==> config.mk <==
export PLATFORM = sky130hd
export DESIGN_NAME = k_way_merge_heap
export DESIGN_NICKNAME = d
export VERILOG_FILES = /design/src/rtl/kwm_pkg.sv /design/src/rtl/kwm_ram.sv /design/src/rtl/k_way_merge_heap.sv
export SDC_FILE = /design/constraint.sdc
export NUM_CORES = 1
export LEC_CHECK = 0
export BUFFER_PORTS_ARGS = -buffer_cell sky130_fd_sc_hd__buf_2
export CAP_MARGIN = 20
export CORE_MARGIN = 4
export CORE_UTILIZATION = 55
export DETAILED_ROUTE_END_ITERATION = 16
export PLACE_DENSITY_LB_ADDON = 0.05
export SYNTH_ARGS = -nofsm -noshare
export SYNTH_HDL_FRONTEND = slang
export SYNTH_SLANG_ARGS = --single-unit
==> constraint.sdc <==
create_clock -name clk_i -period 14.1 [get_ports clk_i]
set_input_delay 0.705 -clock clk_i [delete_from_list [all_inputs] [get_ports clk_i]]
set_output_delay 0.705 -clock clk_i [all_outputs]
set_load 0.1 [all_outputs]
==> src/rtl/kwm_pkg.sv <==
// Package for the k-way merge heap: payload structs, state enum, register constants.
// Used by k_way_merge_heap and the testbench; depends on nothing.
`default_nettype none
package kwm_pkg;

  localparam int unsigned ValueWidth = 32;
  localparam int unsigned IndexWidth = 4;
  localparam int unsigned CountWidth = 5;
  localparam logic [CountWidth-1:0] ListCountReset = 5'd16;

  typedef struct packed {
    logic signed [ValueWidth-1:0] value;
    logic [IndexWidth-1:0]        list_index;
    logic                         has_value;
  } in_beat_t;

  typedef struct packed {
    logic signed [ValueWidth-1:0] min_value;
    logic [IndexWidth-1:0]        source_list;
    logic                         last;
  } out_beat_t;

  typedef enum logic [2:0] {
    StIdle,
    StUpCmp,
    StUpPlace,
    StDecide,
    StPopWait,
    StDnCmp,
    StDnPlace
  } state_e;

endpackage
`default_nettype wire

==> src/rtl/kwm_ram.sv <==
// Generic single-port-write, dual-read RAM with registered read data.
// Standalone; no package dependency.
`default_nettype none
module kwm_ram #(
  parameter int unsigned Width = 36,
  parameter int unsigned Depth = 16
) (
  input  wire                      clk_i,
  input  wire                      we_i,
  input  wire [$clog2(Depth)-1:0]  waddr_i,
  input  wire [Width-1:0]          wdata_i,
  input  wire [$clog2(Depth)-1:0]  raddr_a_i,
  input  wire [$clog2(Depth)-1:0]  raddr_b_i,
  output logic [Width-1:0]         rdata_a_o,
  output logic [Width-1:0]         rdata_b_o
);

  logic [Width-1:0] mem_q [Depth];

  // write one entry, read two; read data is registered
  always_ff @(posedge clk_i) begin
    if (we_i) begin
      mem_q[waddr_i] <= wdata_i;
    end
    rdata_a_o <= mem_q[raddr_a_i];
    rdata_b_o <= mem_q[raddr_b_i];
  end

endmodule
`default_nettype wire

==> src/rtl/k_way_merge_heap.sv <==
// k-way merge top level: binary min heap of list heads held in one RAM (kwm_ram).
// Depends on kwm_pkg and kwm_ram.
// Operation: a push climbs one heap level per cycle in StUpCmp (StUpPlace places it at the root);
// StDecide then reads the root, and while a merge runs StPopWait emits it and raises the strobe.
// A pop sinks one level per cycle in StDnCmp, plus a final placement in StDnPlace; busy holds
// until the block is back in StIdle, and a new item is accepted only while it is idle.
// The receiver cannot stall. Reset clears control state and sets list_count to 16; the heap
// RAM is not cleared.
`default_nettype none
module k_way_merge_heap #(
  parameter int unsigned MAX_LISTS = 16
) (
  input  wire                           clk_i,
  input  wire                           rst_ni,
  input  wire                           start,
  output logic                          busy,
  input  wire kwm_pkg::in_beat_t        in_i,
  output logic                          strobe,
  output kwm_pkg::out_beat_t            out_o,
  input  wire                           cfg_valid_i,
  output logic                          cfg_ready_o,
  input  wire [kwm_pkg::CountWidth-1:0] cfg_data_i
);

  localparam int unsigned AW = $clog2(MAX_LISTS);
  localparam int unsigned OW = AW + 1;
  localparam int unsigned CW = OW + 1;
  localparam int unsigned EW = kwm_pkg::ValueWidth + kwm_pkg::IndexWidth;

  kwm_pkg::state_e state_q, state_d;
  logic [OW-1:0] occ_q, occ_d;
  logic [OW-1:0] loaded_q, loaded_d;
  logic          merging_q, merging_d;
  logic [kwm_pkg::CountWidth-1:0] count_q;
  logic [AW-1:0] pos_q, pos_d;
  logic [EW-1:0] cur_q, cur_d;
  logic          strobe_q, strobe_d;
  kwm_pkg::out_beat_t out_q, out_d;

  // ram ports
  logic          we;
  logic [AW-1:0] waddr, ra, rb;
  logic [EW-1:0] wdata, rda, rdb;

  kwm_ram #(.Width(EW), .Depth(MAX_LISTS)) u_ram (
    .clk_i(clk_i), .we_i(we), .waddr_i(waddr), .wdata_i(wdata),
    .raddr_a_i(ra), .raddr_b_i(rb), .rdata_a_o(rda), .rdata_b_o(rdb)
  );

  // key order: signed value, then list index
  function automatic logic ent_before(logic [EW-1:0] a, logic [EW-1:0] b);
    logic signed [kwm_pkg::ValueWidth-1:0] va, vb;
    va = a[EW-1:kwm_pkg::IndexWidth];
    vb = b[EW-1:kwm_pkg::IndexWidth];
    if (va != vb) return va < vb;
    return a[kwm_pkg::IndexWidth-1:0] < b[kwm_pkg::IndexWidth-1:0];
  endfunction

  function automatic logic [AW-1:0] parent_of(logic [AW-1:0] p);
    return (p - AW'(1)) >> 1;
  endfunction

  // effective list count, clamped to 1..MAX_LISTS
  logic [OW-1:0] eff_cnt;
  always_comb begin
    if (count_q == '0) eff_cnt = OW'(1);
    else if (32'(count_q) > MAX_LISTS) eff_cnt = OW'(MAX_LISTS);
    else eff_cnt = OW'(count_q);
  end

  // parent of the hole, children of the hole and of the smaller child
  logic [AW-1:0] parent;
  logic [OW-1:0] occ_m1;
  logic [CW-1:0] occ_ext, lch, rch, nlch, nrch;
  logic          take_r;
  logic [AW-1:0] child;
  logic [EW-1:0] child_ent;
  assign parent    = parent_of(pos_q);
  assign occ_m1    = occ_q - OW'(1);
  assign occ_ext   = {1'b0, occ_q};
  assign lch       = {1'b0, pos_q, 1'b1};
  assign rch       = lch + CW'(1);
  assign take_r    = (rch < occ_ext) && ent_before(rdb, rda);
  assign child     = take_r ? rch[AW-1:0] : lch[AW-1:0];
  assign child_ent = take_r ? rdb : rda;
  assign nlch      = {1'b0, child, 1'b1};
  assign nrch      = nlch + CW'(1);

  assign busy        = (state_q != kwm_pkg::StIdle);
  assign cfg_ready_o = !busy;
  assign strobe      = strobe_q;
  assign out_o       = out_q;

  // register list_count
  always_ff @(posedge clk_i or negedge rst_ni) begin
    if (!rst_ni) begin
      count_q <= kwm_pkg::ListCountReset;
    end else if (cfg_valid_i && cfg_ready_o) begin
      count_q <= cfg_data_i;
    end
  end

  always_ff @(posedge clk_i or negedge rst_ni) begin
    if (!rst_ni) begin
      state_q   <= kwm_pkg::StIdle;
      occ_q     <= '0;
      loaded_q  <= '0;
      merging_q <= 1'b0;
      strobe_q  <= 1'b0;
    end else begin
      state_q   <= state_d;
      occ_q     <= occ_d;
      loaded_q  <= loaded_d;
      merging_q <= merging_d;
      strobe_q  <= strobe_d;
    end
  end

  always_ff @(posedge clk_i) begin
    pos_q <= pos_d;
    cur_q <= cur_d;
    out_q <= out_d;
  end

  // sequencer: sift up after a push, then decide, then (while merging) pop and sift down
  always_comb begin
    state_d   = state_q;
    occ_d     = occ_q;
    loaded_d  = loaded_q;
    merging_d = merging_q;
    pos_d     = pos_q;
    cur_d     = cur_q;
    out_d     = out_q;
    strobe_d  = 1'b0;
    we        = 1'b0;
    waddr     = pos_q;
    wdata     = cur_q;
    ra        = parent;
    rb        = '0;
    unique case (state_q)
      kwm_pkg::StIdle: begin
        if (start) begin
          cur_d = {in_i.value, in_i.list_index};
          if (in_i.has_value && occ_q < OW'(MAX_LISTS)) begin
            // open a hole at the tail; read its parent, or write the root if the heap is empty
            occ_d = occ_q + OW'(1);
            pos_d = occ_q[AW-1:0];
            if (occ_q == '0) begin
              we      = 1'b1;
              waddr   = '0;
              wdata   = {in_i.value, in_i.list_index};
              state_d = kwm_pkg::StDecide;
            end else begin
              ra      = parent_of(occ_q[AW-1:0]);
              state_d = kwm_pkg::StUpCmp;
            end
          end else begin
            state_d = kwm_pkg::StDecide;
          end
        end
      end
      kwm_pkg::StUpCmp: begin
        // rda holds the parent of the hole: move it down or settle here
        we = 1'b1;
        if (ent_before(cur_q, rda)) begin
          wdata = rda;
          pos_d = parent;
          if (parent == '0) begin
            state_d = kwm_pkg::StUpPlace;
          end else begin
            ra = parent_of(parent);
          end
        end else begin
          state_d = kwm_pkg::StDecide;
        end
      end
      kwm_pkg::StUpPlace: begin
        we      = 1'b1;
        state_d = kwm_pkg::StDecide;
      end
      kwm_pkg::StDecide: begin
        state_d = kwm_pkg::StIdle;
        ra      = '0;
        rb      = occ_m1[AW-1:0];
        if (!merging_q) begin
          if (loaded_q + OW'(1) < eff_cnt) begin
            loaded_d = loaded_q + OW'(1);
          end else begin
            loaded_d = '0;
            if (occ_q != '0) begin
              merging_d = 1'b1;
              state_d   = kwm_pkg::StPopWait;
            end
          end
        end else if (occ_q == '0) begin
          merging_d = 1'b0;
          loaded_d  = '0;
        end else begin
          state_d = kwm_pkg::StPopWait;
        end
      end
      kwm_pkg::StPopWait: begin
        // emit root, sink the tail entry from the root
        out_d.min_value   = rda[EW-1:kwm_pkg::IndexWidth];
        out_d.source_list = rda[kwm_pkg::IndexWidth-1:0];
        out_d.last        = (occ_q == OW'(1));
        strobe_d = 1'b1;
        occ_d    = occ_m1;
        if (occ_q == OW'(1)) begin
          merging_d = 1'b0;
          loaded_d  = '0;
          state_d   = kwm_pkg::StIdle;
        end else begin
          cur_d = rdb;
          pos_d = '0;
          if (occ_m1 == OW'(1)) begin
            we      = 1'b1;
            waddr   = '0;
            wdata   = rdb;
            state_d = kwm_pkg::StIdle;
          end else begin
            ra      = AW'(1);
            rb      = (occ_m1 > OW'(2)) ? AW'(2) : AW'(1);
            state_d = kwm_pkg::StDnCmp;
          end
        end
      end
      kwm_pkg::StDnCmp: begin
        // pick smaller child and move it up if it beats the sinking entry
        we = 1'b1;
        if (ent_before(child_ent, cur_q)) begin
          wdata = child_ent;
          pos_d = child;
          if (nlch < occ_ext) begin
            ra = nlch[AW-1:0];
            rb = (nrch < occ_ext) ? nrch[AW-1:0] : nlch[AW-1:0];
          end else begin
            state_d = kwm_pkg::StDnPlace;
          end
        end else begin
          state_d = kwm_pkg::StIdle;
        end
      end
      kwm_pkg::StDnPlace: begin
        we      = 1'b1;
        state_d = kwm_pkg::StIdle;
      end
      default: state_d = kwm_pkg::StIdle;
    endcase
  end

endmodule
`default_nettype wire

# Word level (Yosys, flattened, before mapping)
# Memories as Yosys holds them, arrays and structs flattened. A register that Yosys moved wholly into a read port is not among the register bits.
# Cells that the tools add are included.
# word_totals
out_inout_bits	40
inputBits	46
n_memories	1
regBits	97
ramBits	576
word_cells	167
# mem_list
name	depth	word_bits	rd	rd_clocked_by_memory_dff	wr	line_no	rtl
u_ram.mem_q	16	36	2	2	1	kwm_ram.sv:18	logic [Width-1:0] mem_q [Depth];
# op_classes
reduce_logical	20
addsub	8
eq_ne	20
order_cmp	13
mux	94
# ops
op	n
$mux 36	10
$pmux 36 s4	1
$lt 32x32->1	3
$ne 32x32->1	3
$pmux 36 s2	1
$mux 4	16
$mux 3	19
$mux 5	8
$mux 1	26
$pmux 4 s5	1
$pmux 5 s2	2
$pmux 3 s6	1
$pmux 4 s4	1
$add 5x1->6 const B	2
$lt 4x4->1	3
$lt 6x5->1	2
$ne 2x2->1 const B	6
$pmux 4 s3	1
$reduce_and 3->1	4
$add 5x1->5 const B	2
$eq 5x1->1 const B	2
$logic_not 5->1	2
$lt 5x5->1	2
$eq 3x3->1 const B	3
other kinds (24)	34

# Depth between registers and ports, before layout
# Gate-level depths: netlist of the first run.
# logic_depth
depth_word	12
ltp_mapped	33
ltp_nobuf	26

# Cells and area by module
# A second synthesis of the first run with hierarchy kept.
# unflattened
cells_unflattened	2502
hier_area_um2	37828.8
# modules_own_cells
module	n_inst	cells_per_inst	area_each_um2
kwm_ram	1	1277	27232.4
k_way_merge_heap	1	1225	10596.4

# Worst setup path after synthesis of the first run
# OpenSTA, ideal clock, no wires.
# synth_path
path_kind	register to register
startpoint	register pos_q[1]
endpoint	register u_ram.rdata_b_o[6], read port of u_ram.mem_q
period_less_slack_ps	6995
setup_ps	120
stages_incl_launch_ff	31
n_path_buf	4
setup_slack_ps	7105
arrival_ps	6875
cell_sequence	edfxtp_1 > clkbuf_1 > inv_1 > ha_1 > ha_1 > a21oi_1 > o21ai_0 > a31oi_1 > or2b_2 > o32ai_1 > nor2_4 > inv_2 > clkbuf_1 > clkbuf_1 > nor2_1 > a21oi_1 > inv_1 > ha_1 > a21oi_1 > nand2_1 > a221o_1 > o31a_1 > o21bai_1 > nand2b_1 > nand4_1 > or4_1 > and2_1 > nor2b_1 > buf_2 > a2bb2o_1 > a211o_1
# synth_via
elab_chain_len	11
word_cells_on_any_way	20
# synth_lines
element	line_no	rtl
from (decl)	k_way_merge_heap.sv:35	logic [AW-1:0] pos_q, pos_d;
from (signal assigned)	k_way_merge_heap.sv:120	pos_q <= pos_d;
parallel branches: the longest is 9 deep, another holds $add 5x1->6	n/a	
$mux 4 *	k_way_merge_heap.sv:231	if (ent_before(child_ent, cur_q)) begin
$pmux 4 s3 *	k_way_merge_heap.sv:140	unique case (state_q)
to (decl)	kwm_ram.sv:15	output logic [Width-1:0] rdata_b_o
# Every way passes the cells marked *. The select of a mux whose other input is x is not followed.
# A chain may end at the register's enable or synchronous reset.

# Worst setup path after layout of the first run
# layout_path
startpoint	register pos_q[0]
endpoint	register u_ram.rdata_b_o[6], read port of u_ram.mem_q
# Same word-level chain as after synthesis.

==> impl_metrics.env, run 1 <==
export IMPL_outcome="completed"
export IMPL_start_util_pct=55.55
export IMPL_setup_viol_count_final=0
export IMPL_globalRouteOverflowTotal=0
export IMPL_hold_violations=0
export IMPL_syn_inst=3461
export IMPL_wl_met1_um=52600
export IMPL_drt_iter0_markers=3324
export IMPL_htree_levels=3
export IMPL_ant_nets=0
export IMPL_critPathArrivalTime_ps=10200
export IMPL_syn_area_sq_um=39780
export IMPL_path_class="reg2reg"
export IMPL_start_kind="flip-flop"
export IMPL_slew_headroom_pct=23.32
export IMPL_tns_ps=0
export IMPL_ios=86
export IMPL_wl_met2_um=54710
export IMPL_critPathMaxFanout=188
export IMPL_die_area_sq_um=76690
export IMPL_grtUsageTotal_pct=31.29
export IMPL_cts_hold_buffers=0
export IMPL_clkTransAtPathRegs_ps=60
export IMPL_grt_pass1_vias=28190
export IMPL_grt_max_degree=189
export IMPL_synth_async_reset_ratio_pct=2.685
export IMPL_highest_layer="met4"
export IMPL_routed_wl_um=123800
export IMPL_rrSetupSlack_ps=4420
export IMPL_clk_path_buf_depth=3
export IMPL_synth_nets=3645
export IMPL_cts_root_buf="clkbuf_16"
export IMPL_synth_area_per_cell_sq_um=11.49
export IMPL_place_hpwl_um=71430
export IMPL_area_growth_syn_to_layout_pct=10.64
export IMPL_portBuffers=85
export IMPL_fmax_mhz=103.4
export IMPL_die_w_um=276.9
export IMPL_clkLatencyLatePin_ps=650
export IMPL_tritoncts="done"
export IMPL_critPathMaxStageDelay_ps=690
export IMPL_synth_main_ff_cell="edfxtp_1"
export IMPL_antenna_found_initial=3
export IMPL_vias_per_cell=6.438
export IMPL_period_needed_ps=9676
export IMPL_core_area_sq_um=71610
export IMPL_clkSinkCount=745
export IMPL_firstDrtPassIters=6
export IMPL_grt_pass1_wl_um=181300
export IMPL_ys_warn_count=0
export IMPL_drive_gt1_share_pct=9.902
export IMPL_tightest_slew_ps=1150
export IMPL_routedWlPerCell_um=27.42
export IMPL_reg2reg_to="u_ram.rdata_b_o[6]$_DFF_P_"
export IMPL_postCtsSetupBuffers=0
export IMPL_synth_edf_count=653
export IMPL_critical_path_slowest_cell="or2_4"
export IMPL_vias=29080
export IMPL_post_cts_resized=0
export IMPL_r2r_cells=28
export IMPL_met3RoutedLength_um=12400
export IMPL_drc=0
export IMPL_post_route_util_pct=61.46
export IMPL_synth_area_leader_cell="edfxtp_1"
export IMPL_final_nets=3682
export IMPL_synthTopCellsByArea="edfxtp_1, mux2i_1, nand2_1"
export IMPL_netlist_area_leader_share_pct=49.29
export IMPL_cts_buffers=79
export IMPL_slew_viol_final=0
export IMPL_rr_startpoint="pos_q[0]$_DFFE_PP_"
export IMPL_rsz0062_at_grt="no"
export IMPL_critPathCaptureType="flip-flop"
export IMPL_fin_skew_ps=30.11
export IMPL_gp_congestion=0.9387
export IMPL_die_y_um=276.9
export IMPL_synth_seq_cells=745
export IMPL_hp_class="in2async"
export IMPL_crit_required_ps=14630
export IMPL_synth_cell_types=80
export IMPL_fin_crit_sh_pct=68.62
export IMPL_max_cap_violations=0
export IMPL_synth_seq_area_share_pct=54.18
export IMPL_num_rows=98
## synthesized netlist by cell type, drive strengths merged, types with 40 or more instances
cell    instances
edfxtp        653
mux2i         651
nand2         597
a21oi         195
ha            138
nand3         130
inv           124
buf           113
clkbuf        101
nor2           86
nor3           86
o211ai         80
o21ai          73
dfxtp          72
a221o          40
## metrics by stage
step | setup WS [ps] | hold WS (ps) | instances | cell area, sq um
floorplan | 7105 | 409.4 | 3461 | 39780
global placement | 4732 | 483.2 | 4350 | 41040
detailed placement | 4499 | 469.3 | 4353 | 41060
CTS | 4480 | 19.65 | 4501 | 43890
global route | 3866 | 56.34 | 4515 | 44010
finish | 4424 | 31.77 | 4516 | 44010
## cell usage in the layout, fill, tap and decap left out, types with 19 or more instances in the layout
| master | count |
|---|---|
| dfxtp_1 | 72 |
| dfrtp_1 | 19 |
| nor4_1 | 38 |
| nor2_1 | 70 |
| nand4_1 | 27 |
| clkbuf_16 | 80 |
| nor3b_1 | 35 |
| mux2i_1 | 651 |
| o21ai_0 | 71 |
| ha_1 | 138 |
| buf_4 | 77 |
| nand3_1 | 128 |
| buf_2 | 85 |
| inv_1 | 122 |
| nor3_1 | 81 |
| a221oi_1 | 37 |
| a221o_1 | 40 |
| edfxtp_1 | 653 |
| o211ai_1 | 80 |
| nand2_1 | 597 |
| a21oi_1 | 193 |
## registers in the layout, indices dropped and copies added (netlist names)
signal and flops:
out_o 37, pos_q 4, merging_q 1, state_q 3, cur_q 36, u_ram.rdata_b_o 36, u_ram.rdata_a_o 36, u_ram.mem_q 576
count_q 5, strobe 1, occ_q 5, loaded_q 5
## critical path: cells and delay by family, from the launching register on
kind            cells  cell delay [ps]
mux                 1              290
compound gates     12             3010
fa+ha+maj           3             1290
buf+inv             5             1920
flops               1              540
simple gates        7             2350
## metal layers
metal	vias to the layer above	global-route usage, %
li1	12950	-
met1	14360	45.24
met2	1509	47.84
met3	252	6.331
met4	0	10.03
met5	-	0
## cell families (layout without fill, tap and decap cells)
group                    after synthesis  count (layout)  share of synthesized area, %
AO/OA/AOI/OAI                        508             508                         8.423
XOR/XNOR                              17              17                        0.3743
adder cells (fa/ha/maj)              138             138                         4.341
buffers and inverters                338             442                         4.183
flip-flops                           745             745                         54.18
multiplexers                         660             660                         16.65
other                                  0               1                             0
AND/OR/NAND/NOR                     1055            1055                         11.85
## worst max-delay path by stage
| stage | from | to | depth (start not counted) |
|---|---|---|---|
| after CTS | pos_q[0]$_DFFE_PP_ | u_ram.rdata_b_o[6]$_DFF_P_ | 28 |
| after detailed placement | pos_q[0]$_DFFE_PP_ | u_ram.rdata_b_o[6]$_DFF_P_ | 28 |
| final | pos_q[0]$_DFFE_PP_ | u_ram.rdata_b_o[6]$_DFF_P_ | 28 |
| after global routing | pos_q[0]$_DFFE_PP_ | u_ram.rdata_b_o[6]$_DFF_P_ | 28 |
| after floorplan | pos_q[1]$_DFFE_PP_ | u_ram.rdata_b_o[6]$_DFF_P_ | 30 |
| after global placement | pos_q[0]$_DFFE_PP_ | u_ram.rdata_a_o[27]$_DFF_P_ | 27 |
## cell type report
type / instances / area, sq um
inverters: 124 / 466.7
flip-flops and latches: 745 / 21550
multi-input cells: 2378 / 16830
well taps: 950 / 1189
clock inverters: 47 / 666.9
fillers: 5738 / 27600
repair buffers: 170 / 1145
diodes: 1 / 2.502
clock buffers: 101 / 2161
Power of run 1 is left out: the tool's default activity adds up to more than one toggle a clock period on the data nets, which glitch-free logic cannot reach.
==> run 2: changes to the inputs <==
Clock period 14.1 ns to 8.6 ns, I/O delays scaled along.
==> impl_metrics.env, run 2 (synthesis gave the netlist of run 1 again) <==
export IMPL_outcome="completed"
export IMPL_portBuffers=85
export IMPL_area_growth_syn_to_layout_pct=12.52
export IMPL_critical_path_slowest_cell="nor4_1"
export IMPL_vias_per_cell=6.357
export IMPL_grt_pass1_vias=28210
export IMPL_clkSinkCount=745
export IMPL_routedWlPerCell_um=26.42
export IMPL_crit_required_ps=9050
export IMPL_max_cap_violations=0
export IMPL_setup_ws_ps=334.3
export IMPL_drive_gt1_share_pct=11.67
export IMPL_clk_path_buf_depth=3
export IMPL_core_area_sq_um=71610
export IMPL_post_route_util_pct=62.51
export IMPL_hp_class="in2reg"
export IMPL_tns_ps=0
export IMPL_fin_crit_sh_pct=96.11
export IMPL_cts_root_buf="clkbuf_16"
export IMPL_drt_iter0_markers=3443
export IMPL_globalRouteOverflowTotal=0
export IMPL_htree_levels=3
export IMPL_n_fill_cell=5619
export IMPL_num_rows=98
export IMPL_cts_buffers=80
export IMPL_setup_viol_count_final=0
export IMPL_path_class="reg2reg"
export IMPL_final_nets=3740
export IMPL_grt_pass1_wl_um=178100
export IMPL_final_common_cell="edfxtp_1"
export IMPL_final_cell_mix="edfxtp_1, mux2i_1, nand2_1, a21oi_1, ha_1"
export IMPL_die_area_sq_um=76690
export IMPL_largest_reg_flops=576
export IMPL_firstDrtPassIters=5
export IMPL_regMostFlops="u_ram.mem_q"
export IMPL_critPathCaptureType="flip-flop"
export IMPL_antenna_found_initial=4
export IMPL_grtUsageTotal_pct=30.59
export IMPL_ios=86
export IMPL_grt_max_degree=84
export IMPL_critPathMaxStageDelay_ps=750
export IMPL_start_kind="flip-flop"
export IMPL_clkLatencyLatePin_ps=640
export IMPL_die_y_um=276.9
export IMPL_drc=0
export IMPL_fmax_mhz=121.0
export IMPL_register_area_sq_um=21550
export IMPL_postCtsSetupBuffers=0
export IMPL_place_hpwl_um=75180
export IMPL_clkTransAtPathRegs_ps=60
export IMPL_multi_input_area_sq_um=16840
export IMPL_die_w_um=276.9
export IMPL_rsz0062_at_grt="no"
export IMPL_slew_viol_final=0
export IMPL_gp_congestion=0.9491
export IMPL_ant_nets=0
export IMPL_critPathArrivalTime_ps=8720
export IMPL_vias=29090
export IMPL_slew_headroom_pct=25.72
export IMPL_period_needed_ps=8266
export IMPL_routed_wl_um=120900
export IMPL_start_util_pct=55.55
export IMPL_critPathMaxFanout=55
export IMPL_fin_skew_ps=26.95
export IMPL_tritoncts="done"
export IMPL_place_ws_ps=177.8
export IMPL_tightest_slew_ps=1114
export IMPL_hold_violations=0
## run 2: area by class of cell
class,count,share of cell area (%)
Multi-Input combinational cell,2379,37.62
Tap cell,950,2.656
Clock buffer,103,5.057
Inverter,124,1.043
Sequential cell,745,48.15
Timing Repair Buffer,226,4.196
Antenna cell,1,0.005591
Clock inverter,47,1.269
## run 2: final timing paths
path	cells after the start	from	end	slack [ps]
min in group asynchronous	2	rst_ni	count_q[2]$_DFFE_PN0P_	300
worst max-delay path	28	pos_q[0]$_DFFE_PP_	u_ram.rdata_a_o[25]$_DFF_P_	330
worst min register to register	0	u_ram.rdata_a_o[28]$_DFF_P_	out_o[29]$_DFFE_PP_	460
worst min-delay path	2	cfg_data_i[1]	count_q[1]$_DFFE_PN0P_	30
worst max register to register	28	pos_q[0]$_DFFE_PP_	u_ram.rdata_a_o[25]$_DFF_P_	330
max in group asynchronous	2	rst_ni	count_q[4]$_DFFE_PN1P_	7960
## run 2: metal layers
| metal | share of wire (%) | vias to the layer above | GRT usage [%] | wire (um) |
|---|---|---|---|---|
| li1 | - | 13090 | - | - |
| met1 | 43 | 14410 | 44.77 | 52140 |
| met2 | 45 | 1387 | 47.30 | 54130 |
| met3 | 9.0 | 207 | 4.662 | 10920 |
| met4 | 3.0 | 0 | 9.837 | 3664 |
| met5 | 0 | - | 0 | 0 |
## run 2: critical path: cells and delay by family (launching register included)
family / cells / cell delay (ps)
fa+ha+maj: 3 / 950
flops: 1 / 550
simple gates: 8 / 1890
mux: 3 / 970
buf+inv: 6 / 1220
compound gates: 8 / 2430
## run 2: timing repair
item / in CTS / in global routing
hold buffers: 1 / 0
setup endpoints to repair: 0 / 41
gates resized for setup: 0 / 4
hold endpoints to repair: 19 / 0
## run 2: stage by stage
| step | cells | hold WS [ps] | area [sq um] |
|---|---|---|---|
| 6_report | 4575 | 34.65 | 44760 |
| 5_1_grt | 4574 | 27.09 | 44760 |
| 4_1_cts | 4572 | 4.212 | 44720 |
| 3_5_place_dp | 4421 | 405.2 | 41880 |
| 3_3_place_gp | 4419 | 396.2 | 41860 |
| 2_1_floorplan | 3461 | 134.4 | 39780 |
Power of run 2 is left out for the same reason.
